==> src/rtl/core/mm4r_pkg.sv <==
// ----------------------------------------------------------------------------
// mm4r_pkg: shared types and constants of the 4x4 row multiplier
// Element and product widths, row and matrix types, command codes and the
// per-stage advance controls sent to the column lanes.
// ----------------------------------------------------------------------------
package mm4r_pkg;

    localparam int ELEM_W    = 32;
    localparam int FRAC_BITS = 16;
    localparam int LANES     = 4;
    localparam int ROWS      = 4;
    localparam int ROW_W     = 2;
    localparam int PROD_W    = 2 * ELEM_W;
    localparam int SHIFT_W   = PROD_W - FRAC_BITS;
    localparam int PAIR_W    = SHIFT_W + 1;
    localparam int SUM_W     = SHIFT_W + 2;

    localparam logic [ELEM_W-1:0] ELEM_MAX = {1'b0, {(ELEM_W-1){1'b1}}};
    localparam logic [ELEM_W-1:0] ELEM_MIN = {1'b1, {(ELEM_W-1){1'b0}}};

    typedef logic [LANES-1:0][ELEM_W-1:0] t_row;
    typedef logic [ROWS-1:0][LANES-1:0][ELEM_W-1:0] t_mat;

    typedef enum logic {
        CMD_LOAD = 1'b0,
        CMD_MUL  = 1'b1
    } t_cmd;

    typedef struct packed {
        logic adv1;
        logic adv2;
    } t_lane_ctl;

endpackage

==> src/rtl/core/mm4r_store.sv <==
// ----------------------------------------------------------------------------
// mm4r_store: right-hand matrix store
// Four rows of four elements in flip-flops, one row written per load
// request, the whole matrix visible to the lanes at once.
// ----------------------------------------------------------------------------
module mm4r_store import mm4r_pkg::*; (
    input  logic             i_clk,
    input  logic             i_we,
    input  logic [ROW_W-1:0] i_row,
    input  t_row             i_data,
    output t_mat             o_mat
);

    t_mat r_mat;

    always_ff @(posedge i_clk) begin
        if (i_we) begin
            r_mat[i_row] <= i_data;
        end
    end

    assign o_mat = r_mat;

endmodule

==> config.mk <==
export PLATFORM = sky130hd
export DESIGN_NAME = mm4r_store
export DESIGN_NICKNAME = d
export VERILOG_FILES = /design/src/rtl/core/mm4r_pkg.sv /design/src/rtl/core/mm4r_store.sv
export SDC_FILE = /design/constraint.sdc
export NUM_CORES = 1
export LEC_CHECK = 0
export BUFFER_PORTS_ARGS = -buffer_cell sky130_fd_sc_hd__clkbuf_2
export CORE_AREA = 10 10 244 246
export DETAILED_ROUTE_END_ITERATION = 6
export DIE_AREA = 0 0 254 256
export GPL_TIMING_DRIVEN = 0
export PLACE_DENSITY = 0.6
export SKIP_CTS_REPAIR_TIMING = 1
export SYNTH_ARGS = -nofsm -noshare
export SYNTH_HDL_FRONTEND = slang
export SYNTH_SLANG_ARGS = --single-unit
==> constraint.sdc <==
create_clock -name i_clk -period 13.5 [get_ports i_clk]
set_input_delay 1.35 -clock i_clk [delete_from_list [all_inputs] [get_ports i_clk]]
set_output_delay 1.35 -clock i_clk [all_outputs]
set_load 0.05 [all_outputs]
==> metrics.csv <==
metric,value,unit
Post-synth EDFFs,512,
DRT Pass-1 Iters,4,
Critical Path RT,13.76,ns
synthesized area per cell,29.9,µm²
"Buf+Inv Stages, Crit Path",5,
full die area,65000,µm²
Slew @ Worst Pin,0.924,ns
crit path kind,input pin to flop,
width of the die,254,µm
"delay-heaviest family, CP",buffers and inverters,
Yosys top cell by area,edfxtp_1,
Layout area overhead,39.3,%
# diodes,0,
CP arrival,3.17,ns
routed wire length per instance,21.7,µm
DR iter-0 viols,502,
ANT nets after route,0,
Via density,4.10,
peak supply drop,0.107,mV
Detailed Place HPWL,32.0,mm
Setup TNS,0,ns
GRT Util Overall,0.124,
layout cell share with drive strength beyond 1,0.578,
Rows,86,
Post-Synthesis Cells,516,
max-cap violations,0,
via count,8066,
CP cell instances,clkbuf_2 > nor3b_4 > buf_8 > buf_8 > buf_8 > buf_16,
startpoint class of the critical path,input pin,
"Largest stage delay, worst path",0.79,ns
Synth top cells by count,"edfxtp_1, and3b_1, and3_2, nor3b_2",
period utilisation layout,0.215,
top-count cell post-synth,edfxtp_1,
fmax,0.345,GHz
Netlist cell types,4,
max reg flops,512,
initial antenna violation count,1,
Die H,256,µm
Root Driver,clkbuf_16,
IO Port Bufs,643,
H-tree Lvls,2,
Yosys warnings,0,
Worst path depth,6,
CTS buffer count,51,
final total power,3.62,mW
vias in the first global route,8383,
GPL Wtd Cong,0.786,
Crit Path Max Fanout,16,
crit path from,i_row[0],
synth top area cells,"edfxtp_1, and3b_1, nor3b_2, and3_2",
Non-Filler Instances,1968,
WL final,42.6,mm
initial cell density of the core,0.282,
grt ovf,0,
fin nets,1358,
IO Pins,644,
Slew Limit Fails,0,
Clock Sinks,512,
largest net degree at the start of global routing,57,
critical path endpoint category,flop,
worst hold path class,input pin to flop,
Leak,8.32,nW
crit path time final,2.90,ns
final count of negative-setup-slack endpoints,0,
RSZ-0062 raised after global routing,false,
status,"complete, no violations",
Power Dens Cells,169,nW/µm²
top-area cell type share of the netlist area,0.998,
"Clk pin slew, worst setup/hold paths",0.06,ns
clock buffer depth,3,
Yosys reg bits,512,
Fin. Hold Viols,0,
"Top FF cell, synth",edfxtp_1,
Max-slew headroom,0.384,
Post-synth ARST share,0,
Most common cell on crit path,buf_8,
Placed Cells,1877,
post-synthesis cell area,15400,µm²
DRC,0,
share of the yosys chip area belonging to registers,0.998,
first-pass GRT wire length,59.7,mm
Critical Path Sink,o_mat[46]$_DFFE_PP_,
post-synthesis net count,648,
critical path's slowest cell,nor3b_4,
Core Area,54700,µm²
TritonCTS clock tree,yes,
-- cells by family (layout without fill, tap and decap cells) --
kind of cell | Yosys count | in the layout | synth area share
DFF | 512 | 512 | 0.998
and+or+nand+nor | 4 | 4 | 0.00244
buffers and inverters | 0 | 748 | 0
-- power breakdown --
group	internal (mW)	leakage, nW	switching, mW
logic	0.0653	2.83	0.342
registers	1.83	4.70	0.0199
clock network	0.806	0.791	0.556
total	2.71	8.32	0.918
-- per-stage QoR --
stage / util / setup WS, ns / hold slack (ns) / cell area, µm²
floorplan: - / 6.66 / 1.45 / 15400
CTS: 0.393 / 10.58 / 0.958 / 21500
global route: 0.393 / 10.52 / 0.965 / 21500
finish: 0.393 / 10.60 / 1.01 / 21500
detailed placement: 0.363 / 9.98 / 1.57 / 19800
global placement: 0.357 / 2.81 / 1.56 / 19500
-- how the worst min path moves through the flow --
stage	from	endpoint	cells after the start
after detailed placement	i_data[75]	o_mat[459]$_DFFE_PP_	1
after CTS	i_data[119]	o_mat[503]$_DFFE_PP_	1
after global placement	i_data[88]	o_mat[344]$_DFFE_PP_	1
after global routing	i_data[83]	o_mat[339]$_DFFE_PP_	1
final	i_data[73]	o_mat[329]$_DFFE_PP_	1
after floorplan	i_data[0]	o_mat[0]$_DFFE_PP_	0
-- layout make-up --
| type | count | area [µm²] |
|---|---|---|
| fill | 4974 | 33200 |
| sequential | 512 | 15400 |
| timing repair buffer | 657 | 3530 |
| clock buffer | 60 | 1350 |
| tap | 704 | 881 |
| clock inverter | 31 | 270 |
| multi-input combinational | 4 | 55.1 |
-- layout by cell type (no fill, tap or decap), types with 5 or more instances in the layout --
| cell type | count |
|---|---|
| clkbuf_2 | 643 |
| bufinv_16 | 5 |
| buf_8 | 6 |
| buf_16 | 8 |
| clkbuf_16 | 53 |
| edfxtp_1 | 512 |
| clkinv_2 | 8 |
| clkbuf_1 | 7 |
| clkinv_1 | 15 |
-- per-layer routing --
layer,global-route usage,part of all wire,up-vias
met5,0,0.00047,-
met4,0.0404,0.025,2
met3,0.0489,0.10,62
met2,0.222,0.53,389
met1,0.131,0.35,4056
li1,-,-,3557
Note: power is estimated with default switching activity, not from simulation.
