$ cat config.mk
export PLATFORM = sky130hd
export DESIGN_NAME = mm4r_merge
export DESIGN_NICKNAME = d
export VERILOG_FILES = /design/src/rtl/core/mm4r_pkg.sv /design/src/rtl/core/mm4r_merge.sv
export SDC_FILE = /design/constraint.sdc
export NUM_CORES = 1
export LEC_CHECK = 0
export BUFFER_PORTS_ARGS = -buffer_cell sky130_fd_sc_hd__buf_4
export CELL_PAD_IN_SITES_DETAIL_PLACEMENT = 0
export CELL_PAD_IN_SITES_GLOBAL_PLACEMENT = 1
export CORE_UTILIZATION = 35
export CTS_CLUSTER_SIZE = 10
export DETAILED_ROUTE_END_ITERATION = 8
export PLACE_DENSITY = 0.92
export SLEW_MARGIN = 20
export SYNTH_ARGS = -nofsm -noshare
export SYNTH_HDL_FRONTEND = slang
export SYNTH_SLANG_ARGS = --single-unit
$ cat constraint.sdc
create_clock -name i_clk -period 11.4 [get_ports i_clk]
set_clock_uncertainty 0.05 [all_clocks]
set_input_delay 1.14 -clock i_clk [delete_from_list [all_inputs] [get_ports i_clk]]
set_output_delay 1.14 -clock i_clk [all_outputs]
set_load 0.05 [all_outputs]
$ cat src/rtl/core/mm4r_pkg.sv
// ----------------------------------------------------------------------------
// mm4r_pkg: shared types and constants of the 4x4 row multiplier
// Element and product widths, row and matrix types, command codes and the
// per-stage advance controls sent to the column lanes.
// ----------------------------------------------------------------------------
package mm4r_pkg;

    localparam int ELEM_W    = 32;
    localparam int FRAC_BITS = 16;
    localparam int LANES     = 4;
    localparam int ROWS      = 4;
    localparam int ROW_W     = 2;
    localparam int PROD_W    = 2 * ELEM_W;
    localparam int SHIFT_W   = PROD_W - FRAC_BITS;
    localparam int PAIR_W    = SHIFT_W + 1;
    localparam int SUM_W     = SHIFT_W + 2;

    localparam logic [ELEM_W-1:0] ELEM_MAX = {1'b0, {(ELEM_W-1){1'b1}}};
    localparam logic [ELEM_W-1:0] ELEM_MIN = {1'b1, {(ELEM_W-1){1'b0}}};

    typedef logic [LANES-1:0][ELEM_W-1:0] t_row;
    typedef logic [ROWS-1:0][LANES-1:0][ELEM_W-1:0] t_mat;

    typedef enum logic {
        CMD_LOAD = 1'b0,
        CMD_MUL  = 1'b1
    } t_cmd;

    typedef struct packed {
        logic adv1;
        logic adv2;
    } t_lane_ctl;

endpackage

$ cat src/rtl/core/mm4r_merge.sv
// ----------------------------------------------------------------------------
// mm4r_merge: result merge and output register
// Collects the four lane results and their saturation flags into one
// result row and holds it until the downstream side takes it.
// ----------------------------------------------------------------------------
module mm4r_merge import mm4r_pkg::*; (
    input  logic             i_clk,
    input  logic             i_rst_n,
    input  logic             i_valid,
    input  logic [ROW_W-1:0] i_row,
    input  t_row             i_sum,
    input  logic [LANES-1:0] i_sat,
    input  logic             i_out_ready,
    output logic             o_free,
    output logic             o_out_valid,
    output logic [ROW_W-1:0] o_row,
    output t_row             o_prod,
    output logic             o_saturated
);

    logic             r_valid;
    logic             n_valid;
    logic [ROW_W-1:0] r_row;
    t_row             r_prod;
    logic             r_sat;

    assign o_free  = !r_valid || i_out_ready;
    assign n_valid = o_free ? i_valid : r_valid;

    always_ff @(posedge i_clk) begin
        if (!i_rst_n) begin
            r_valid <= 1'b0;
        end else begin
            r_valid <= n_valid;
        end
    end

    always_ff @(posedge i_clk) begin
        if (o_free) begin
            r_row  <= i_row;
            r_prod <= i_sum;
            r_sat  <= |i_sat;
        end
    end

    assign o_out_valid = r_valid;
    assign o_row       = r_row;
    assign o_prod      = r_prod;
    assign o_saturated = r_sat;

endmodule

==> results_dict.tcl, run 1 <==
set metrics [dict create \
    drc 0 \
    dp.final_hpwl_microns 7184 \
    grt_use_total_pct 16.02 \
    p_leak_nw 2.989 \
    num_rows 38 \
    ys_seq_area_share_pct 99.37 \
    postCtsSetupRepairBufs 0 \
    gp_congestion 0.7103 \
    netlist.area_leader.share_pct 98.87 \
    port_buffers 270 \
    regArea_sq_mm 0.003954 \
    wl_per_cell_microns 16.68 \
    cts_made_buffers 17 \
    worstSetupPathType "in2out" \
    setup-violations-final 0 \
    cp_num_buf_inv 2 \
    htree_levels 4 \
    cts_tree "done" \
    irDropWorstVdd_uv 105.0 \
    first_pass_iters 4 \
    die_h_microns 108.6 \
    critPathTopFamily "simple AND/OR/NAND/NOR gates" \
    grt_max_degree 69 \
    ys_warn_count 0 \
    grt-ovfl-total 0 \
    clockRootBuffer "clkbuf_16" \
    pin_count 271 \
    timing.setup.tns_ps 0 \
    syn_inst 136 \
    synth_area_leader_cell "edfxtp_1" \
    dp_slack_ps 7949 \
    crit_top_cell "buf_4" \
    coreArea_sq_mm 0.01094 \
    final_area_sq_mm 0.006840 \
    clk_pin_slew_ps 60 \
    start_kind "input pin" \
    layout.cells.non_filler 579 \
    grt_pass1_vias 2558 \
    grt_pass1_wl_microns 13210 \
    cpMaxStageDelayCell "nand2b_4" \
    drv_slew 0 \
    final_hold_viol_count 0 \
    cts_buffer_depth 2 \
    crit_arrival_ps 2230 \
    max_cap_violations 0 \
    nNetsFinal 564 \
    final_util_pct 62.55 \
    crit_path_max_fanout 66 \
    cp_data_required_time_ps 10210 \
    dr.first_iter.drc_count 93 \
    cts_hold_buffers 0 \
    ys_ff_latch 132 \
    clock_sinks 132 \
    dpl_cell_area_sq_mm 0.006196 \
    crit_path_cell_trace "buf_4, nand2b_4, buf_4" \
    clkLatencyLatePin_ps 400 \
    vias_per_cell 4.297 \
    num_vias 2488 \
    area_growth_pct 71.92 \
    power.total_mw 1.384 \
    fin_crit_ps 3421 \
    endpoint_kind "output pin" \
    period_share_pct 30.01 \
    powerDensity_mw_per_mm2 202.3 \
    min_path_type "in2reg" \
    dp.cells 547 \
    maxSlewHeadroom_pct 42.21 \
    max_freq_mhz 292.3 \
    n_antenna_cell 0 \
    syn_avg_cell_area_sq_um 29.26 \
    antenna_left 0 \
    worst_hold_slack_ps 858.5 \
    cts_resized 0 \
    tightest_slew_ps 866.8 \
    multi_input_area_sq_um 28.78 \
    drt_wl_total_microns 9655 \
    syn-cell-area_sq_mm 0.003979 \
    ys_top_cells_by_area "edfxtp_1 (99%), dfxtp_1 (0.50%), a21boi_0 (0.19%), or4_1 (0.19%), nand2b_1 (0.16%)" \
    drive_gt1_share_pct 67.65 \
    start_util_pct 36.38 \
    syn_nets 274 \
    die_x_microns 108.6 \
    die_area_sq_mm 0.01180 \
    setup_ws_ps 7979 \
    yosysUniqueCellTypes 6 \
    rsz0062_at_grt "no" \
    n_fill_cell 805 \
    run_status "finished, final reports clean" \
    critPathMaxStageDelay_ps 670 \
    antenna_found_initial 0 \
]
per-layer routing:
metal | global-route usage [%] | vias up | share of wire (%)
met3 | 8.129 | 13 | 12
met5 | 0 | - | 0
met4 | 7.625 | 0 | 1.7
li1 | - | 1136 | -
met2 | 27.31 | 170 | 53
met1 | 16.24 | 1169 | 33
worst register-to-register path: cells and delay by family (launching register included):
family	cells	cell delay (ps)
DFF	1	330
and+or+nand+nor	1	640
buffers and inverters	1	810
report_power, final:
group	internal, mW	switching, mW	leakage, nW	total (mW)
sequential	0.572	0.00990	1.36	0.582
clock	0.406	0.185	0.309	0.591
combinational	0.0691	0.142	1.32	0.212
total	1.05	0.337	2.99	1.38
registers in the layout (all words and copies together) (netlist names):
name and cells:
o_out_valid 1, o_prod 128, o_row 2, o_saturated 1
final cells by class:
class / count / share of cell area (%)
sequential: 132 / 57.80
clock inverter: 13 / 3.091
timing repair buffer: 271 / 29.74
multi-input combinational: 3 / 0.4207
inverter: 1 / 0.05487
tap: 140 / 2.561
clock buffer: 19 / 6.329
kinds of logic (layout without fill, tap and decap cells):
logic type | count (synthesis) | in the layout | synth area share [%]
flops | 132 | 132 | 99.37
simple gates | 2 | 2 | 0.3461
compound gates | 1 | 1 | 0.1887
buf+inv | 1 | 304 | 0.09425
cells in the mapped netlist:
library cell	count
edfxtp_1	131
a21boi_0	1
dfxtp_1	1
inv_1	1
nand2b_1	1
or4_1	1
layout by cell type, fill, tap and decap left out, drive strengths merged:
cell	netlist	final
buf	0	271
clkbuf	0	19
dfxtp	1	1
or4	1	1
inv	1	1
nand2b	1	1
clkinvlp	0	1
clkinv	0	6
a21boi	1	1
bufinv	0	6
edfxtp	131	131
worst paths after layout:
| kind | start | end | slack, ps | cells after the start |
|---|---|---|---|---|
| setup / recovery | i_out_ready | o_free | 7980 | 3 |
| hold / removal | i_sum[37] | o_prod[37] | 860 | 1 |
| setup reg to reg | o_out_valid | o_prod[103] | 9150 | 2 |
| hold reg to reg | o_out_valid | o_prod[104] | 1140 | 1 |
Note: power is estimated with default switching activity, not from simulation.
==> run 2, diff against run 1 <==
- ABC_AREA: unset -> 1
- CORE_UTILIZATION: 35 -> 29
- PLACE_DENSITY: 0.92 -> 0.83
- clock period: 11.4 -> 2.8 ns (I/O delays scaled with it)
==> run 2 against run 1 <==
Net effect:
- the run now fails in clock tree synthesis (4_1_cts)
- synthesized area up 0.31%
- synthesized cell count up 2.9%
==> results_dict.tcl, run 2 <==
set metrics [dict create \
    cts_buffer_depth 2 \
    syn-cell-area_sq_mm 0.003991 \
    synth_edf_count 131 \
    synth-simple-area-share_pct 0.4389 \
    stop_stage "clock tree synthesis (4_1_cts)" \
    cts_resized 0 \
    port_buffers 270 \
    postCtsSetupRepairBufs 0 \
    die_x_microns 119.3 \
    ys_warn_count 0 \
    netlist.area_leader.share_pct 98.56 \
    synth_top_family_by_area "simple AND/OR/NAND/NOR gates" \
    synth-async-reset-ratio_pct 0 \
    synth_xor_area_share_pct 0 \
    yosysUniqueCellTypes 7 \
    pin_count 271 \
    synth_area_leader_cell "edfxtp_1" \
    ys_top_cells_by_area "edfxtp_1 (99%), dfxtp_1 (0.50%), inv_1 (0.28%), a21oi_2 (0.22%), nor2_1 (0.19%)" \
    num_rows 42 \
    die_h_microns 119.3 \
    syn_avg_cell_area_sq_um 28.51 \
    cts_hold_buffers 125 \
    syn_nets 278 \
    syn_inst 140 \
    start_util_pct 29.90 \
    synth_most_common_cell "edfxtp_1" \
    synthFlopType "edfxtp_1" \
    synthMuxAreaShare_pct 0 \
    cts_made_buffers 17 \
    ys_seq_area_share_pct 99.06 \
    ys_ff_latch 132 \
    clock_sinks 132 \
    synthAdderAreaFrac_pct 0 \
    synth-compound-area-share_pct 0.2194 \
    htree_levels 4 \
    run_status "stopped before the end" \
    error "[ERROR RSZ-0060] Max buffer count reached." \
    synthTopCellsByCount "edfxtp_1 (131), inv_1 (3), nor2_1 (2)" \
    clockRootBuffer "clkbuf_16" \
    gp_congestion 0.7065 \
]
==> run 2: cell types whose count changed after synthesis <==
| cell | delta |
|---|---|
| a21boi_0 | -1 |
| or4_1 | -1 |
| nand2_1 | +1 |
| nor2_1 | +2 |
| nand2b_1 | -1 |
| inv_1 | +2 |
| nand2_2 | +1 |
| a21oi_2 | +1 |
==> run 2: kinds of logic after synthesis <==
| group | Yosys count |
|---|---|
| and+or+nand+nor | 4 |
| AOI/OAI and AO/OA | 1 |
| buffers and inverters | 3 |
| DFF | 132 |
==> run 2: metrics by stage <==
stage / std cells / setup slack (ps) / instance area (sq um) / utilization (%) / hold WS, ps
detailed placement: 589 / 1032 / 6275 / 47.01 / 409.3
floorplan: 140 / 672.9 / 3996 / - / 328.9
global placement: 589 / 1093 / 6275 / 47.01 / 408.1
==> run 3, diff against run 2 <==
- CELL_PAD_IN_SITES_DETAIL_PLACEMENT: 0 -> unset
- CELL_PAD_IN_SITES_GLOBAL_PLACEMENT: 1 -> unset
- CORE_UTILIZATION: 29 -> 35
- CTS_CLUSTER_SIZE: 10 -> unset
- PLACE_DENSITY: 0.83 -> unset
- PLACE_DENSITY_LB_ADDON: unset -> 0.15
- clock period: 2.8 -> 3.64 ns (I/O delays scaled with it)
==> run 3 against run 2 <==
Net effect:
- the flow now finishes without violations
- synthesized cell count is the same
- synthesized area is the same
==> results_dict.tcl, run 3 <==
set metrics [dict create \
    run_status "finished, final reports clean" \
    synthFlopType "edfxtp_1" \
    grt_pass1_vias 2500 \
    largest_reg_flops 128 \
    dpl_cell_area_sq_mm 0.006215 \
    grt-busiest-layer "met2" \
    num_vias 2485 \
    drive_gt1_share_pct 68.17 \
    antenna_found_initial 0 \
    power.total_mw 4.090 \
    maxSlewHeadroom_pct 44.84 \
    nNetsFinal 568 \
    worstSetupPathType "reg2out" \
    yosysUniqueCellTypes 7 \
    syn_nets 278 \
    syn-cell-area_sq_mm 0.003991 \
    final_area_sq_mm 0.006782 \
    critPathMaxStageDelay_ps 440 \
    crit_path_cell_trace "nand2_8, buf_4" \
    layout.cells.non_filler 583 \
    wl_per_cell_microns 17.03 \
    rsz0062_at_grt "no" \
    port_buffers 270 \
    synthTopCellsByCount "edfxtp_1 (131), inv_1 (3), nor2_1 (2)" \
    r2r-start "o_out_valid" \
    layout_commonest_cell "buf_4" \
    dr.first_iter.drc_count 75 \
    whs_endpoint "o_prod[50]" \
    cts_buffer_depth 2 \
    tightest_slew_ps 827.4 \
    drt_wl_total_microns 9931 \
    hp-start "i_sum[50]" \
    clkLatencyLatePin_ps 400 \
    start_kind "flip-flop" \
    endpoint_kind "output pin" \
    ys_warn_count 0 \
    multi_input_area_sq_um 40.04 \
    syn_avg_cell_area_sq_um 28.51 \
    reg2reg_depth 2 \
    die_h_microns 108.8 \
    timing.setup.tns_ps 0 \
    regArea_sq_mm 0.003954 \
    synth_most_common_cell "edfxtp_1" \
    first_pass_iters 4 \
    cp_data_required_time_ps 3230 \
    clockRootBuffer "clkbuf_16" \
    r2r_end "o_prod[53]" \
    synth_area_leader_cell "edfxtp_1" \
    die_x_microns 108.8 \
    postCtsSetupRepairBufs 0 \
    htree_levels 4 \
    whs_path_depth 1 \
    die_area_sq_mm 0.01184 \
    grt-ovfl-total 0 \
    pin_count 271 \
    irDropWorstVdd_uv 291.1 \
    cts_resized 0 \
    cts_hold_buffers 0 \
    antenna_left 0 \
    final_hold_viol_count 0 \
    use_met3_pct 8.966 \
    worst_hold_slack_ps 76.95 \
    cts_made_buffers 17 \
    crit_arrival_ps 1780 \
    final_cell_mix "buf_4 (271), edfxtp_1 (131), clkbuf_16 (17)" \
    dp.final_hpwl_microns 7333 \
    fin_crit_ps 2192 \
    netlist.area_leader.share_pct 98.56 \
    n_antenna_cell 0 \
    p_leak_nw 2.953 \
    ys_seq_area_share_pct 99.06 \
    cp_num_buf_inv 1 \
    powerDensity_mw_per_mm2 603.0 \
    setup-violations-final 0 \
    area_growth_pct 69.91 \
    drc 0 \
    start_util_pct 36.34 \
    synth-async-reset-ratio_pct 0 \
    syn_inst 140 \
    use_met2_pct 27.89 \
    critPathTopFamily "simple AND/OR/NAND/NOR gates" \
    cts_tree "done" \
    clk_pin_slew_ps 60 \
    grt_pass1_wl_microns 13740 \
    num_rows 38 \
    crit_path_max_fanout 109 \
    period_share_pct 60.23 \
    rrSetupSlack_ps 1790 \
    max_freq_mhz 456.1 \
    grt_use_total_pct 16.73 \
    dp_slack_ps 1648 \
    ys_top_cells_by_area "edfxtp_1 (99%), dfxtp_1 (0.50%), inv_1 (0.28%), a21oi_2 (0.22%), nor2_1 (0.19%)" \
    coreArea_sq_mm 0.01098 \
    ys_ff_latch 132 \
    vias_per_cell 4.262 \
    final_util_pct 61.75 \
    min_path_type "in2reg" \
    dp.cells 551 \
    max_cap_violations 0 \
    cpMaxStageDelayCell "nand2_8" \
    n_fill_cell 853 \
    grt.met1_usage_pct 17.27 \
    grt_max_degree 110 \
    clock_sinks 132 \
    setup_ws_ps 1448 \
    synth_edf_count 131 \
    gp_congestion 0.7413 \
    drv_slew 0 \
]
## run 3: cells by family after synthesis
group | share of synthesized area (%)
buf+inv | 0.2821
flops | 99.06
compound gates | 0.2195
simple gates | 0.4390
## run 3: routing by layer
layer  vias up  share of wire, %  wire length (microns)
met4         0               1.4                    139
met5         -                 0                      0
met2       177                52                   5149
met3        11                13                   1286
li1       1145                 -                      -
met1      1152                34                   3355
## run 3: report_power, final
group	internal, mW	leakage, nW	switching (mW)
Combinational	0.217	1.33	0.447
Clock	0.996	0.263	0.608
Sequential	1.79	1.36	0.0314
## run 3: how the worst max path moves through the flow
| stage | slack (ps) | start | cells past startpoint | to |
|---|---|---|---|---|
| after CTS | 1440 | o_out_valid | 2 | o_free |
| after global placement | 1690 | i_out_ready | 4 | o_prod[90] |
| after floorplan | 690 | o_out_valid | 1 | o_prod[0] |
| after detailed placement | 1650 | i_out_ready | 4 | o_prod[127] |
| after global routing | 1340 | o_out_valid | 2 | o_free |
| final | 1450 | o_out_valid | 2 | o_free |
## run 3: area by class of cell
| class | instances | area share [%] |
|---|---|---|
| inverters | 3 | 0.1661 |
| clock inverters | 15 | 2.085 |
| flip-flops and latches | 132 | 58.30 |
| clock buffers | 17 | 6.273 |
| well taps | 140 | 2.583 |
| multi-input cells | 5 | 0.5904 |
| repair buffers | 271 | 30.00 |
==> run 4, diff against run 3 <==
- clock period: 3.64 -> 2.3 ns (I/O delays scaled with it)
==> run 4 against run 3 <==
Net effect:
- the flow now stops in clock tree synthesis (4_1_cts)
- synthesized area stayed put
- synthesized cell count stayed put
==> results_dict.tcl, run 4 <==
set metrics [dict create \
    start_util_pct 36.34 \
    clock_sinks 132 \
    synth_area_leader_cell "edfxtp_1" \
    die_x_microns 108.8 \
    error "[ERROR RSZ-0060] Max buffer count reached." \
    synthTopCellsByCount "edfxtp_1 (131), inv_1 (3), nor2_1 (2)" \
    syn_avg_cell_area_sq_um 28.51 \
    ys_top_cells_by_area "edfxtp_1 (99%), dfxtp_1 (0.50%), inv_1 (0.28%), a21oi_2 (0.22%), nor2_1 (0.19%)" \
    gp_congestion 0.7081 \
    clockRootBuffer "clkbuf_16" \
    num_rows 38 \
    syn_inst 140 \
    ys_ff_latch 132 \
    synth_most_common_cell "edfxtp_1" \
    syn_nets 278 \
    htree_levels 4 \
    ys_seq_area_share_pct 99.06 \
    port_buffers 270 \
    syn-cell-area_sq_mm 0.003991 \
    cts_buffer_depth 2 \
    synthFlopType "edfxtp_1" \
    cts_made_buffers 17 \
    run_status "stopped before the end" \
    pin_count 271 \
    synth-async-reset-ratio_pct 0 \
    cts_resized 0 \
    synth_edf_count 131 \
    die_h_microns 108.8 \
    stop_stage "clock tree synthesis (4_1_cts)" \
    dp.final_hpwl_microns 7029 \
    yosysUniqueCellTypes 7 \
    postCtsSetupRepairBufs 0 \
    ys_warn_count 0 \
    netlist.area_leader.share_pct 98.56 \
    dpl_cell_area_sq_mm 0.006247 \
    cts_hold_buffers 118 \
]
## run 4: through the flow
step | cells | util [%] | hold slack [ps] | setup slack, ps
after detailed placement | 552 | 56.88 | 359.3 | 821.1
after global placement | 552 | 56.88 | 358.4 | 827.4
after floorplan | 140 | - | 278.9 | 172.9
## run 4: cell families after synthesis
kind of cell,after synthesis,synth area share [%]
simple gates,4,0.4390
buf+inv,3,0.2821
compound gates,1,0.2195
flops,132,99.06
